===== src/rtl/hsfr_pkg.sv =====
// shared types, constants and codes of the byte-stuffed frame receiver
`timescale 1ns / 1ps

package hsfr_pkg;

  // frame length bound, in line bytes; a frame longer than MAX_FRAME - 2 bytes is rejected
  localparam int MAX_FRAME = 4096;
  localparam int CNT_W     = $clog2(MAX_FRAME);
  localparam logic [CNT_W-1:0] CNT_LIMIT = CNT_W'(MAX_FRAME - 2);

  // line bytes
  localparam logic [7:0] FLAG_BYTE = 8'h7e;
  localparam logic [7:0] ESC_BYTE  = 8'h7d;
  localparam logic [7:0] ESC_XOR   = 8'h20;

  // configuration register indexes
  localparam int CFG_IDX_W = 3;
  localparam logic [CFG_IDX_W-1:0] CFG_ADDR_TO   = 3'd0;
  localparam logic [CFG_IDX_W-1:0] CFG_ADDR_FROM = 3'd1;
  localparam logic [CFG_IDX_W-1:0] CFG_CTRL_SET  = 3'd2;
  localparam logic [CFG_IDX_W-1:0] CFG_CTRL_DISC = 3'd3;
  localparam logic [CFG_IDX_W-1:0] CFG_CTRL_UA   = 3'd4;
  localparam logic [CFG_IDX_W-1:0] CFG_CTRL_I0   = 3'd5;
  localparam logic [CFG_IDX_W-1:0] CFG_CTRL_I1   = 3'd6;

  // receive phase
  typedef enum logic [2:0] {
    PH_HUNT = 3'd0,
    PH_IDLE = 3'd1,
    PH_ADDR = 3'd2,
    PH_CTRL = 3'd3,
    PH_DATA = 3'd4,
    PH_BAD  = 3'd5
  } phase_t;

  // verdict codes
  typedef enum logic [2:0] {
    RESP_NONE   = 3'd0,
    RESP_UA     = 3'd1,
    RESP_RR     = 3'd2,
    RESP_REJ    = 3'd3,
    RESP_DISC   = 3'd4,
    RESP_CLOSED = 3'd5
  } resp_t;

  // configuration registers
  typedef struct packed {
    logic [7:0] addr_to;
    logic [7:0] addr_from;
    logic [7:0] ctrl_set;
    logic [7:0] ctrl_disc;
    logic [7:0] ctrl_ua;
    logic [7:0] ctrl_i0;
    logic [7:0] ctrl_i1;
  } cfg_t;

  // receiver state
  typedef struct packed {
    phase_t           phase;
    logic             esc;
    logic [7:0]       addr;
    logic [7:0]       ctrl;
    logic [7:0]       dxor;
    logic [7:0]       held;
    logic             held_v;
    logic [CNT_W-1:0] cnt;
    logic             exp_seq;
    logic             link_open;
  } state_t;

  // one result transaction
  typedef struct packed {
    logic       emit;
    logic       kind;
    logic [7:0] payload;
    resp_t      resp;
    logic       ack_seq;
    logic       last;
  } result_t;

endpackage


===== src/rtl/hsfr_cfg.sv =====
// configuration register file of the frame receiver
`timescale 1ns / 1ps

module hsfr_cfg (
  input  logic                            clk,
  input  logic                            rst_n,
  input  logic                            wr_en,
  input  logic [hsfr_pkg::CFG_IDX_W-1:0]  wr_index,
  input  logic [7:0]                      wr_data,
  output hsfr_pkg::cfg_t                  cfg
);
  import hsfr_pkg::*;

  cfg_t cfg_r;
  cfg_t cfg_nxt;

  // decode the register index
  always_comb begin
    cfg_nxt = cfg_r;
    if (wr_en) begin
      unique case (wr_index)
        CFG_ADDR_TO:   cfg_nxt.addr_to   = wr_data;
        CFG_ADDR_FROM: cfg_nxt.addr_from = wr_data;
        CFG_CTRL_SET:  cfg_nxt.ctrl_set  = wr_data;
        CFG_CTRL_DISC: cfg_nxt.ctrl_disc = wr_data;
        CFG_CTRL_UA:   cfg_nxt.ctrl_ua   = wr_data;
        CFG_CTRL_I0:   cfg_nxt.ctrl_i0   = wr_data;
        CFG_CTRL_I1:   cfg_nxt.ctrl_i1   = wr_data;
        default:       cfg_nxt = cfg_r;
      endcase
    end
  end

  // registers with their reset codes
  always_ff @(posedge clk) begin
    if (!rst_n) begin
      cfg_r.addr_to   <= 8'd3;
      cfg_r.addr_from <= 8'd1;
      cfg_r.ctrl_set  <= 8'd3;
      cfg_r.ctrl_disc <= 8'd11;
      cfg_r.ctrl_ua   <= 8'd7;
      cfg_r.ctrl_i0   <= 8'd0;
      cfg_r.ctrl_i1   <= 8'd64;
    end else begin
      cfg_r <= cfg_nxt;
    end
  end

  assign cfg = cfg_r;

endmodule


===== src/rtl/hsfr_decode.sv =====
// per-byte next-state and result logic of the frame receiver
`timescale 1ns / 1ps

module hsfr_decode (
  input  hsfr_pkg::cfg_t    cfg,
  input  hsfr_pkg::state_t  st,
  input  logic [7:0]        rx_byte,
  output hsfr_pkg::state_t  st_nxt,
  output hsfr_pkg::result_t res
);
  import hsfr_pkg::*;

  // drop all per-frame state, keep the link state
  function automatic state_t clear_frame(state_t s, phase_t ph);
    state_t c;
    c           = s;
    c.phase     = ph;
    c.esc       = 1'b0;
    c.addr      = 8'd0;
    c.ctrl      = 8'd0;
    c.dxor      = 8'd0;
    c.held      = 8'd0;
    c.held_v    = 1'b0;
    c.cnt       = '0;
    return c;
  endfunction

  logic   to_me;
  logic   is_info;
  logic   seq;
  logic   super_ok;
  logic   check_ok;
  resp_t  verdict;
  logic   toggle;
  logic   open_set;
  logic   open_clr;
  logic   take;
  logic [7:0] b;
  logic   phase_ok;

  // closing-flag verdict
  always_comb begin
    to_me    = (st.addr == cfg.addr_to);
    is_info  = to_me && ((st.ctrl == cfg.ctrl_i0) || (st.ctrl == cfg.ctrl_i1));
    seq      = (st.ctrl == cfg.ctrl_i0) ? 1'b0 : 1'b1;
    super_ok = !st.held_v && !st.esc;
    check_ok = st.link_open && st.held_v && !st.esc && (st.dxor == st.held) &&
               (seq == st.exp_seq);
    toggle   = 1'b0;
    open_set = 1'b0;
    open_clr = 1'b0;
    priority if (st.phase != PH_DATA) begin
      verdict = RESP_REJ;
    end else if (super_ok && to_me && (st.ctrl == cfg.ctrl_set)) begin
      verdict  = RESP_UA;
      open_set = 1'b1;
    end else if (super_ok && to_me && (st.ctrl == cfg.ctrl_disc)) begin
      verdict = RESP_DISC;
    end else if (super_ok && (st.addr == cfg.addr_from) && (st.ctrl == cfg.ctrl_ua)) begin
      verdict  = RESP_CLOSED;
      open_clr = 1'b1;
    end else if (is_info && check_ok) begin
      verdict = RESP_RR;
      toggle  = 1'b1;
    end else if (is_info) begin
      verdict = RESP_REJ;
    end else begin
      verdict = RESP_NONE;
    end
  end

  // unstuffing of the current byte
  always_comb begin
    if (st.esc) begin
      b    = rx_byte ^ ESC_XOR;
      take = 1'b1;
    end else if (rx_byte == ESC_BYTE) begin
      b    = rx_byte;
      take = 1'b0;
    end else begin
      b    = rx_byte;
      take = 1'b1;
    end
  end

  assign phase_ok = (st.phase <= PH_BAD);

  // state update and result
  always_comb begin
    st_nxt      = st;
    res         = '0;
    res.resp    = RESP_NONE;
    if (st.phase == PH_HUNT) begin
      if (rx_byte == FLAG_BYTE) begin
        st_nxt = clear_frame(st, PH_IDLE);
      end
    end else if (!phase_ok) begin
      st_nxt = clear_frame(st, PH_HUNT);
    end else if (rx_byte == FLAG_BYTE) begin
      // repeated flags are skipped while no frame byte has arrived
      if (!(st.phase == PH_IDLE && !st.esc)) begin
        st_nxt = clear_frame(st, PH_IDLE);
        if (open_set) begin
          st_nxt.link_open = 1'b1;
          st_nxt.exp_seq   = 1'b0;
        end else if (open_clr) begin
          st_nxt.link_open = 1'b0;
        end else if (toggle) begin
          st_nxt.exp_seq = ~st.exp_seq;
        end
        res.emit = 1'b1;
        res.kind = 1'b1;
        res.resp = verdict;
        res.last = 1'b1;
        res.ack_seq = ((verdict == RESP_RR) || (verdict == RESP_REJ)) ?
                      st_nxt.exp_seq : 1'b0;
      end
    end else if (st.cnt >= CNT_LIMIT) begin
      // overlong frame
      st_nxt      = clear_frame(st, PH_HUNT);
      res.emit    = 1'b1;
      res.kind    = 1'b1;
      res.resp    = RESP_REJ;
      res.ack_seq = st.exp_seq;
      res.last    = 1'b1;
    end else begin
      st_nxt.cnt = st.cnt + 1'b1;
      st_nxt.esc = !take;
      if (take) begin
        unique case (st.phase)
          PH_IDLE: begin
            st_nxt.addr  = b;
            st_nxt.phase = PH_ADDR;
          end
          PH_ADDR: begin
            st_nxt.ctrl  = b;
            st_nxt.phase = PH_CTRL;
          end
          PH_CTRL: begin
            st_nxt.phase = (b == (st.addr ^ st.ctrl)) ? PH_DATA : PH_BAD;
          end
          default: begin
            // held byte goes out once a later data byte shows it is not the check
            if (st.held_v) begin
              st_nxt.dxor = st.dxor ^ st.held;
              res.emit    = 1'b1;
              res.payload = st.held;
            end
            st_nxt.held   = b;
            st_nxt.held_v = 1'b1;
          end
        endcase
      end
    end
  end

endmodule


===== src/rtl/hdlc_style_frame_receiver_core.sv =====
// top level of the byte-stuffed frame receiver with stop-and-wait verdicts
`timescale 1ns / 1ps

// channel  | direction | handshake              | payload
// in_      | input     | in_valid / in_ready    | in_rx_byte
// out_     | output    | out_valid / out_ready  | out_kind, out_payload_byte, out_response,
//          |           |                        | out_ack_seq, out_frame_last
// cfg_     | input     | cfg_valid / cfg_ready  | cfg_index, cfg_data
//
// one line byte per cycle while in_ready is high; a byte is decoded in the cycle it is taken and its
// result sits in the output register the next cycle
// in_ready is high while the output register is empty or being emptied
// synchronous active-low reset; configuration writes are always taken
module hdlc_style_frame_receiver_core (
  input  logic                           clk,
  input  logic                           rst_n,
  input  logic                           in_valid,
  output logic                           in_ready,
  input  logic [7:0]                     in_rx_byte,
  output logic                           out_valid,
  input  logic                           out_ready,
  output logic                           out_kind,
  output logic [7:0]                     out_payload_byte,
  output logic [2:0]                     out_response,
  output logic                           out_ack_seq,
  output logic                           out_frame_last,
  input  logic                           cfg_valid,
  output logic                           cfg_ready,
  input  logic [hsfr_pkg::CFG_IDX_W-1:0] cfg_index,
  input  logic [7:0]                     cfg_data
);
  import hsfr_pkg::*;

  cfg_t    cfg;
  state_t  st_r;
  state_t  st_nxt;
  result_t res;
  result_t res_r;
  logic    out_valid_r;
  logic    in_acc;

  assign cfg_ready = 1'b1;

  hsfr_cfg u_cfg (
    .clk      (clk),
    .rst_n    (rst_n),
    .wr_en    (cfg_valid),
    .wr_index (cfg_index),
    .wr_data  (cfg_data),
    .cfg      (cfg)
  );

  hsfr_decode u_decode (
    .cfg     (cfg),
    .st      (st_r),
    .rx_byte (in_rx_byte),
    .st_nxt  (st_nxt),
    .res     (res)
  );

  assign in_ready = !out_valid_r || out_ready;
  assign in_acc   = in_valid && in_ready;

  // receiver state
  always_ff @(posedge clk) begin
    if (!rst_n) begin
      st_r.phase     <= PH_HUNT;
      st_r.esc       <= 1'b0;
      st_r.addr      <= 8'd0;
      st_r.ctrl      <= 8'd0;
      st_r.dxor      <= 8'd0;
      st_r.held      <= 8'd0;
      st_r.held_v    <= 1'b0;
      st_r.cnt       <= '0;
      st_r.exp_seq   <= 1'b0;
      st_r.link_open <= 1'b0;
    end else if (in_acc) begin
      st_r <= st_nxt;
    end
  end

  // output register
  always_ff @(posedge clk) begin
    if (!rst_n) begin
      out_valid_r <= 1'b0;
    end else if (in_acc) begin
      out_valid_r <= res.emit;
    end else if (out_ready) begin
      out_valid_r <= 1'b0;
    end
  end

  always_ff @(posedge clk) begin
    if (in_acc && res.emit) begin
      res_r <= res;
    end
  end

  assign out_valid        = out_valid_r;
  assign out_kind         = res_r.kind;
  assign out_payload_byte = res_r.payload;
  assign out_response     = res_r.resp;
  assign out_ack_seq      = res_r.ack_seq;
  assign out_frame_last   = res_r.last;

endmodule


===== config.mk =====
export PLATFORM = sky130hd
export DESIGN_NAME = hdlc_style_frame_receiver_core
export DESIGN_NICKNAME = d
export VERILOG_FILES = /design/src/rtl/hsfr_pkg.sv /design/src/rtl/hsfr_cfg.sv /design/src/rtl/hsfr_decode.sv /design/src/rtl/hdlc_style_frame_receiver_core.sv
export SDC_FILE = /design/constraint.sdc
export NUM_CORES = 1
export LEC_CHECK = 0
export BUFFER_PORTS_ARGS = -buffer_cell sky130_fd_sc_hd__buf_4
export CORE_MARGIN = 2
export CORE_UTILIZATION = 40
export CTS_CLUSTER_SIZE = 12
export DETAILED_ROUTE_END_ITERATION = 10
export GPL_TIMING_DRIVEN = 1
export PLACE_DENSITY = 0.66
export SYNTH_ARGS = -nofsm -noshare
export SYNTH_HDL_FRONTEND = slang
export SYNTH_SLANG_ARGS = --single-unit

===== constraint.sdc =====
create_clock -name clk -period 5.5 [get_ports clk]
set_clock_uncertainty 0.2 [all_clocks]
set_input_delay 0.825 -clock clk [delete_from_list [all_inputs] [get_ports clk]]
set_output_delay 0.825 -clock clk [all_outputs]
set_load 0.1 [all_outputs]

==> metrics.csv, run 1 <==
metric,value,unit
cp_max_fo,13,
synth_top_cell_by_area,dfxtp_1,
rsz0062_at_grt,false,
ant_nets,0,
arrival,3.50,ns
finalNetCount,768,
period_needed,3.40,ns
drt_first_pass_iters,5,
drt_iter0_drc,493,
clock-sinks,121,
crit_required,5.60,ns
cp-start-kind,input port,
power_density,315,nW/um2
post_cts_resized,0,
seq_area_frac_synth,41.2,%
maxSlewHeadroom,36.5,%
clock_latency,0.42,ns
netlist.area_leader.share,34.9,%
yosysMostFrequentCell,nand2_1,
whs_path_depth,2,
grt_antenna_before_repair,0,
fp-row-count,45,
synthCells,716,
r2r-end,st_r[20],
place_area,6560,um2
cts-buffers-inserted,17,
worstHoldStart,st_r[13],
cts_tree,built,
grtUsageTotal,19.2,%
r2r-start,st_r[49],
reg2reg_setup_slack,2.26,ns
yosysUniqueCellTypes,54,
clockBufferDepth,2,
htreeDepth,4,
drt-total-wl,15300,um
syn2layout_area_growth,16.6,%
synth_commonest_cells,"nand2_1, dfxtp_1, xor2_1, nor2_1, a21boi_0",
max_slew.worst_pin.slew,0.945,ns
hold_viol_final,0,
die_y,128,um
dp_cells,911,
final_cell_area,7220,um2
finalNonFillerCells,943,
whs,0.272,ns
cts_root_buffer,clkbuf_16,
critPathKind,in2reg,
timing.final.crit_share,61.9,%
synthArstFlopShare,0,%
io_buffers,39,
postCtsHoldBufs,0,
fp.dieW,128,um
io_pins,41,
fmax,0.294,GHz
fin_util,47.6,%
num_antenna_cells,0,
avgSynthCellArea,8.64,um2
yosys-top-cells-area,"dfxtp_1, nand2_1, xor2_1, edfxtp_1, a21boi_0",
start_util,40.9,%
die_area,16500,um2
setup_violations,0,
slew_violations,0,
overflow,0,
ys_ff_latch,121,
gp_congestion,0.807,
tns,0,ns
drive_gt1_share,10.9,%
cts_setup_buffers,0,
syn_nets,742,
reg2regPathDepth,7,
outcome,"finished, final reports clean",
hold_class,reg2reg,
yosysWarnings,0,
grt_pass1_vias,4451,
routedWlPerCell,16.3,um
clkSlewWorstSetupHoldPaths,0.06,ns
worstSetupEndpointType,flop,
synth_edf_count,13,
grt_max_degree,97,
grt_pass1_wl,24300,um
viasPerCell,5.36,
whs_endpoint,st_r[13],
vias,5056,
drv_cap,0,
coreArea,15100,um2
power_leakage,2.78,nW
dp_hpwl,10400,um
syn-cell-area,6190,um2
synth-main-ff-cell,dfxtp_1,
remaining_drc_errors,0,
ir_worst_vdd,0.000216,V
[state kept, by name, summed over array words and instances, names as in the netlist]
signal            cells
out_valid             1
u_cfg.cfg            56
out_ack_seq           1
out_kind              1
out_response          3
st_r                 51
out_payload_byte      8
[area by class of cell]
cell class | count | area [um2]
clock buffers | 18 | 429
flip-flops and latches | 121 | 2550
clock inverters | 14 | 228
inverters | 5 | 18.8
repair buffers | 40 | 300
well taps | 188 | 235
fillers | 1461 | 7930
multi-input cells | 557 | 3450
[how the worst max path moves through the flow]
stage | cells past startpoint | from | endpoint | slack (ns)
floorplan | 7 | out_ready | st_r[39] | 2.33
global placement | 8 | in_rx_byte[7] | st_r[15] | 1.79
detailed placement | 8 | in_rx_byte[7] | st_r[15] | 1.74
CTS | 8 | in_rx_byte[7] | st_r[20] | 2.11
global route | 8 | in_rx_byte[7] | st_r[15] | 1.96
finish | 8 | in_rx_byte[7] | st_r[20] | 2.10
[metal layers]
layer	global-route usage, %	wire (um)	share of wire (%)
met1	27.4	7420	48
met2	29.3	6790	44
met3	3.83	883	5.8
met4	6.01	250	1.6
met5	0	0	0
[worst max-delay path, cell delays in order]
cell and delay [ns]:
buf_4 0.13, nand2b_1 0.19, o41a_1 0.43, a211oi_2 0.70, o31ai_2 0.29, a21oi_2 0.58, mux2i_1 0.29, nor2b_1 0.08
[where the power goes]
part           total [mW]  internal [mW]  switching [mW]  leakage (nW)
registers           0.910          0.901         0.00870         0.993
clock network        1.25          0.844           0.411         0.309
logic               0.111         0.0443          0.0665          1.48
total                2.28           1.79           0.486          2.78
[stage by stage]
step                      worst slack, ns  total power [mW]
final                                2.10              2.28
after global routing                 1.96              2.34
after CTS                            2.11              2.29
after detailed placement             1.74              1.04
after global placement               1.79              1.04
after floorplan                      2.33             0.995
[cells in the final DEF (no fill, tap or decap), drive strengths merged, types with 9 or more instances in the layout]
cell type | Yosys | layout
nand2 | 140 | 140
dfxtp | 108 | 108
a21boi | 57 | 57
xor2 | 50 | 50
nor2 | 49 | 49
buf | 13 | 40
xnor2 | 34 | 34
nor2b | 33 | 33
nand3 | 25 | 25
mux2i | 25 | 25
o21ai | 19 | 19
clkbuf | 20 | 18
nor4 | 17 | 17
nor3 | 15 | 15
edfxtp | 13 | 13
and2 | 12 | 12
nand4 | 11 | 11
a21oi | 11 | 11
and3 | 9 | 9
[kinds of logic after synthesis]
logic type / share of synthesized area (%)
and+or+nand+nor: 26.7
DFF: 41.2
AOI/OAI and AO/OA: 11.6
xor gates and xnor gates: 13.0
buffers and inverters: 2.97
muxes: 4.04
adders and majority gates: 0.404
other: 0.0606
Power figures use the tool's default switching activity.
==> run 2, diff against run 1 <==
PLACE_DENSITY = 0.68   (was 0.66)
clock period = 2.8 ns   (was 5.5 ns; I/O delays follow)
==> metrics.csv, run 2 (same netlist as run 1, synthesis figures left out) <==
metric,value,unit,change
outcome,"finished, final reports clean",,
die_y,128,um,unchanged
cp-start-kind,flop,,
overflow,0,,unchanged
crit_start,st_r[36],,
htreeDepth,4,,unchanged
num_antenna_cells,0,,unchanged
hold_class,in2reg,,
slew_violations,0,,unchanged
drive_gt1_share,15.1,%,+4.3 points
max_stage_delay,0.57,ns,-0.13 ns
period_needed,2.58,ns,
regArea,2550,um2,about the same
ir_worst_vdd,0.000457,V,+110%
io_buffers,39,,unchanged
clockBufferDepth,2,,unchanged
fp.dieW,128,um,unchanged
rsz0062_at_grt,false,,
clock_latency,0.43,ns,about the same
layout_common_cells,"nand2_1, dfxtp_1, buf_4",,
start_util,40.9,%,unchanged
worstSetupEndpointType,flop,,
fin_util,48.8,%,+1.2 points
fmax,0.388,GHz,
cts_root_buffer,clkbuf_16,,
reg2reg_setup_slack,0.22,ns,-2.04 ns
coreArea,15100,um2,unchanged
maxSlewHeadroom,61.9,%,+25 points
clkSlewWorstSetupHoldPaths,0.06,ns,about the same
io_pins,41,,unchanged
tns,0,ns,unchanged
setup_violations,0,,unchanged
cts_tree,built,,
viasPerCell,5.27,,-1.7%
die_area,16500,um2,unchanged
worstHoldStart,cfg_data[1],,
ant_nets,0,,unchanged
finalNonFillerCells,974,,+3.3%
cts-buffers-inserted,17,,unchanged
postCtsHoldBufs,0,,unchanged
grt_pass1_vias,4845,,+8.9%
grtUsageTotal,19.8,%,+0.64 points
power_density,559,nW/um2,+77%
fp-row-count,45,,unchanged
dp_hpwl,11000,um,+6.1%
dp_cells,942,,+3.4%
cts_setup_buffers,0,,unchanged
crit_required,2.76,ns,-2.84 ns
critPathKind,reg2reg,,
whs,0.104,ns,-0.168 ns
gp_congestion,0.883,,+9.3%
drt-total-wl,15500,um,+1.4%
multi_input_area,3460,um2,+0.11%
power_leakage,2.93,nW,+5.3%
drt_iter0_drc,357,,-28%
r2r-start,st_r[36],,
fillers,1461,,unchanged
finalNetCount,799,,+4.0%
max_slew.worst_pin.slew,0.569,ns,-0.376 ns
drv_cap,0,,unchanged
remaining_drc_errors,0,,unchanged
arrival,2.54,ns,-0.96 ns
grt_max_degree,71,,-27%
timing.final.crit_share,92.0,%,
drt_first_pass_iters,5,,unchanged
routedWlPerCell,16.0,um,-1.9%
grt_antenna_before_repair,0,,unchanged
final_cell_area,7400,um2,+2.5%
grt_pass1_wl,25100,um,+3.0%
cp_max_fo,6,,-7
largest_reg_flops,56,,unchanged
hold_viol_final,0,,unchanged
clock-sinks,121,,unchanged
final_common_cell,nand2_1,,
place_area,6820,um2,+4.0%
critical_path.slowest_cell,dfxtp_1,,
crit_chain,xor2_1 > nor4_1 > nand3_1 > or4_1 > nor3b_1 > o21ai_0 > a21oi_1,,
syn2layout_area_growth,19.5,%,
vias,5133,,+1.5%
[run 2: final timing paths]
kind	to	cells past startpoint
max	out_response[1]	7
min	u_cfg.cfg[49]	3
max reg2reg	out_response[1]	7
min reg2reg	u_cfg.cfg[51]	2
[run 2: report_power, final]
| part | switching, mW | internal, mW |
|---|---|---|
| registers | 0.0156 | 1.77 |
| clock network | 0.810 | 1.31 |
| logic | 0.133 | 0.0931 |
| total | 0.959 | 3.17 |
[run 2: final cells by class]
| cell class | instances | share of cell area [%] |
|---|---|---|
| Clock inverter | 10 | 1.22 |
| Sequential cell | 121 | 34.5 |
| Timing Repair Buffer | 71 | 7.54 |
| Clock buffer | 22 | 6.55 |
| Inverter | 5 | 0.254 |
| Multi-Input combinational cell | 557 | 46.7 |
| Tap cell | 188 | 3.18 |
[run 2: per-layer routing]
| layer | track usage (%) | vias up | share of wire, % |
|---|---|---|---|
| met2 | 30.8 | 161 | 45 |
| met1 | 26.1 | 2384 | 46 |
| met5 | 0 | - | 0 |
| met3 | 5.45 | 35 | 6.2 |
| met4 | 8.21 | 0 | 2.5 |
| li1 | - | 2553 | - |
[run 2: per-stage QoR]
| step | total power [mW] | setup WS [ns] |
|---|---|---|
| after global routing | 4.26 | 0.0296 |
| final | 4.13 | 0.223 |
| after floorplan | 1.96 | 0.287 |
| after detailed placement | 2.05 | 0.121 |
| after global placement | 2.04 | 0.193 |
| after CTS | 4.16 | 0.157 |
[run 2: critical path, delay by kind of cell, from the launching register on]
kind / cells / cell delay [ns]
simple gates: 4 / 1.09
flops: 1 / 0.57
xor+xnor: 1 / 0.12
compound gates: 2 / 0.34
[run 2: repair_timing]
| action | in CTS | in global routing |
|---|---|---|
| endpoints found under the setup margin | 0 | 8 |
| resized for setup | 0 | 1 |
| hold endpoints to repair | 0 | 0 |
==> run 3, diff against run 2 <==
ABC_AREA = 1   (was unset)
==> metrics.csv, run 3 <==
metric,value,unit,change
p_int,3.51,mW,+11%
ant_nets,0,,unchanged
cts-buffers-inserted,17,,unchanged
critPathBufInv,2,,+2
num_antenna_cells,0,,unchanged
syn_nets,870,,+17%
cp_max_fo,13,,+7
max_slew.worst_pin.slew,0.533,ns,-0.0365 ns
syn-cell-area,6090,um2,-1.6%
cts_setup_buffers,0,,unchanged
grt_antenna_before_repair,0,,unchanged
synth_commonest_cells,"nor2_1, nand2_1, dfxtp_1, inv_1, a21oi_1",,
post_cts_resized,0,,unchanged
cp-start-kind,flop,,
crit_required,2.89,ns,+0.13 ns
grtUsageTotal,20.5,%,+0.63 points
vias,5468,,+6.5%
synth-main-ff-cell,dfxtp_1,,
drt_iter0_drc,449,,+26%
combinationalPowerShare,4.8,%,-0.7 points
synthArstFlopShare,0,%,unchanged
timing.final.crit_share,87.4,%,-4.7 points
synth_top_family_by_area,simple AND/OR/NAND/NOR gates,,
cts_root_buffer,clkbuf_16,,
io_buffers,39,,unchanged
max_stage_delay,0.41,ns,-0.16 ns
yosysUniqueCellTypes,46,,-15%
maxSlewHeadroom,63.6,%,+1.7 points
outcome,"finished, final reports clean",,
tns,0,ns,unchanged
ir_worst_vdd,0.000467,V,+2.2%
arrival,2.54,ns,about the same
seqPwrFrac,40.5,%,-2.7 points
overflow,0,,unchanged
htreeDepth,4,,unchanged
clockPowerShare,54.7,%,+3.4 points
synth_xor_area_share,9.49,%,-3.5 points
sw_frac_of_total,20.7,%,-2.5 points
slew_violations,0,,unchanged
fp-row-count,45,,unchanged
coreArea,15000,um2,-0.74%
synth_top_cell_by_area,dfxtp_1,,
power_density,616,nW/um2,+10%
clock-sinks,121,,unchanged
io_pins,41,,unchanged
synthCells,844,,+18%
power_leakage,2.95,nW,+0.51%
synth-simple-area-share,26.6,%,-0.090 points
drt_first_pass_iters,6,,+1
grt_pass1_vias,5142,,+6.1%
synth_edf_count,13,,unchanged
drv_cap,0,,unchanged
largest_reg_flops,56,,unchanged
clock_latency,0.42,ns,about the same
drt-total-wl,15800,um,+1.5%
switchingPower,0.918,mW,-4.3%
avgSynthCellArea,7.21,um2,-17%
yosysWarnings,0,,unchanged
fin_util,47.8,%,-1.0 points
final_common_cell,nor2_1,,
worstSetupEndpointType,flop,,
rsz0062_at_grt,false,,
critPathKind,reg2reg,,
synthMuxAreaShare,0,%,-4.0 points
synth-compound-area-share,13.6,%,+1.9 points
critical_path.slowest_cell,nand2_1,,
syn2layout_area_growth,18.1,%,
clkSlewWorstSetupHoldPaths,0.05,ns,about the same
drive_gt1_share,11.5,%,-3.6 points
postCtsHoldBufs,0,,unchanged
die_y,127,um,-0.80%
setup_violations,0,,unchanged
cp_top_family,simple AND/OR/NAND/NOR gates,,
routedWlPerCell,14.6,um,-8.7%
grt_max_degree,54,,-24%
hold_class,in2reg,,
fp.dieW,127,um,-0.80%
seq_area_frac_synth,41.9,%,+0.69 points
ys_ff_latch,121,,unchanged
grt_pass1_wl,25900,um,+3.4%
finalNetCount,908,,+14%
period_needed,2.45,ns,-0.131 ns
start_util,40.5,%,-0.37 points
fmax,0.409,GHz,+5.4%
gp_congestion,0.940,,+6.5%
die_area,16200,um2,-1.6%
clockBufferDepth,2,,unchanged
crit_chain,inv_1 > ha_1 > inv_1 > a21oi_1 > nand3_1 > nand2_2 > nor2_1 > o31ai_1 > nand2_1 > o21ai_0 > a21oi_1,,
yosys.area_share.adder,0.411,%,+0.0067 points
viasPerCell,5.05,,-4.2%
dp_hpwl,11100,um,+0.99%
yosysMostFrequentCell,nor2_1,,
yosys-top-cells-area,"dfxtp_1, nor2_1, nand2_1, xnor2_1, edfxtp_1",,
cts_tree,built,,
layout_common_cells,"nor2_1, nand2_1, dfxtp_1",,
hold_viol_final,0,,unchanged
netlist.area_leader.share,35.5,%,+0.58 points
remaining_drc_errors,0,,unchanged
[run 3: cells by family after synthesis]
family / Yosys count
xor gates and xnor gates: 66
adders and majority gates: 2
DFF: 121
AOI/OAI and AO/OA: 151
buffers and inverters: 121
and+or+nand+nor: 382
other: 1
[run 3: worst paths after layout]
| path | start | end | cells past startpoint | slack (ns) |
|---|---|---|---|---|
| worst max-delay path | st_r[2] | st_r[31] | 11 | 0.35 |
| worst min-delay path | out_ready | out_valid | 4 | 0.09 |
| worst max register to register | st_r[2] | st_r[31] | 11 | 0.35 |
| worst min register to register | u_cfg.cfg[52] | u_cfg.cfg[52] | 2 | 0.27 |
[run 3: worst min-delay path, cell delays in order]
cell     delay, ns
buf_4         0.08
inv_1         0.04
nand2_2       0.07
a21oi_1       0.06
[run 3: final cells by class]
cell class / count / area (um2)
fill: 1514 / 7840
multi-input combinational: 602 / 3050
sequential: 121 / 2550
clock buffer: 22 / 444
timing repair buffer: 48 / 360
inverter: 92 / 345
tap: 188 / 235
clock inverter: 10 / 198
[run 3: stage by stage]
stage | total power [mW] | instances | area [um2] | hold slack (ns) | setup slack, ns
floorplan | 1.96 | 844 | 6090 | 0.236 | 0.381
global placement | 2.04 | 1051 | 6550 | 0.253 | 0.284
detailed placement | 2.04 | 1051 | 6550 | 0.260 | 0.226
CTS | 4.46 | 1083 | 7190 | 0.0777 | 0.373
global route | 4.58 | 1083 | 7190 | 0.103 | 0.120
finish | 4.43 | 1083 | 7190 | 0.0859 | 0.354
[run 3: per-layer routing]
| metal | share of wire, % | up-vias | track usage, % |
|---|---|---|---|
| met4 | 1.3 | 0 | 6.33 |
| met3 | 6.0 | 23 | 5.95 |
| li1 | - | 2795 | - |
| met2 | 45 | 162 | 32.6 |
| met5 | 0 | - | 0 |
| met1 | 47 | 2488 | 26.9 |
[run 3: power by group through the flow]
stage / clock network (mW) / registers (mW) / logic, mW
finish: 2.42 / 1.80 / 0.211
global route: 2.54 / 1.80 / 0.238
CTS: 2.45 / 1.80 / 0.211
detailed placement: 0 / 1.83 / 0.209
global placement: 0 / 1.83 / 0.206
floorplan: 0 / 1.83 / 0.133
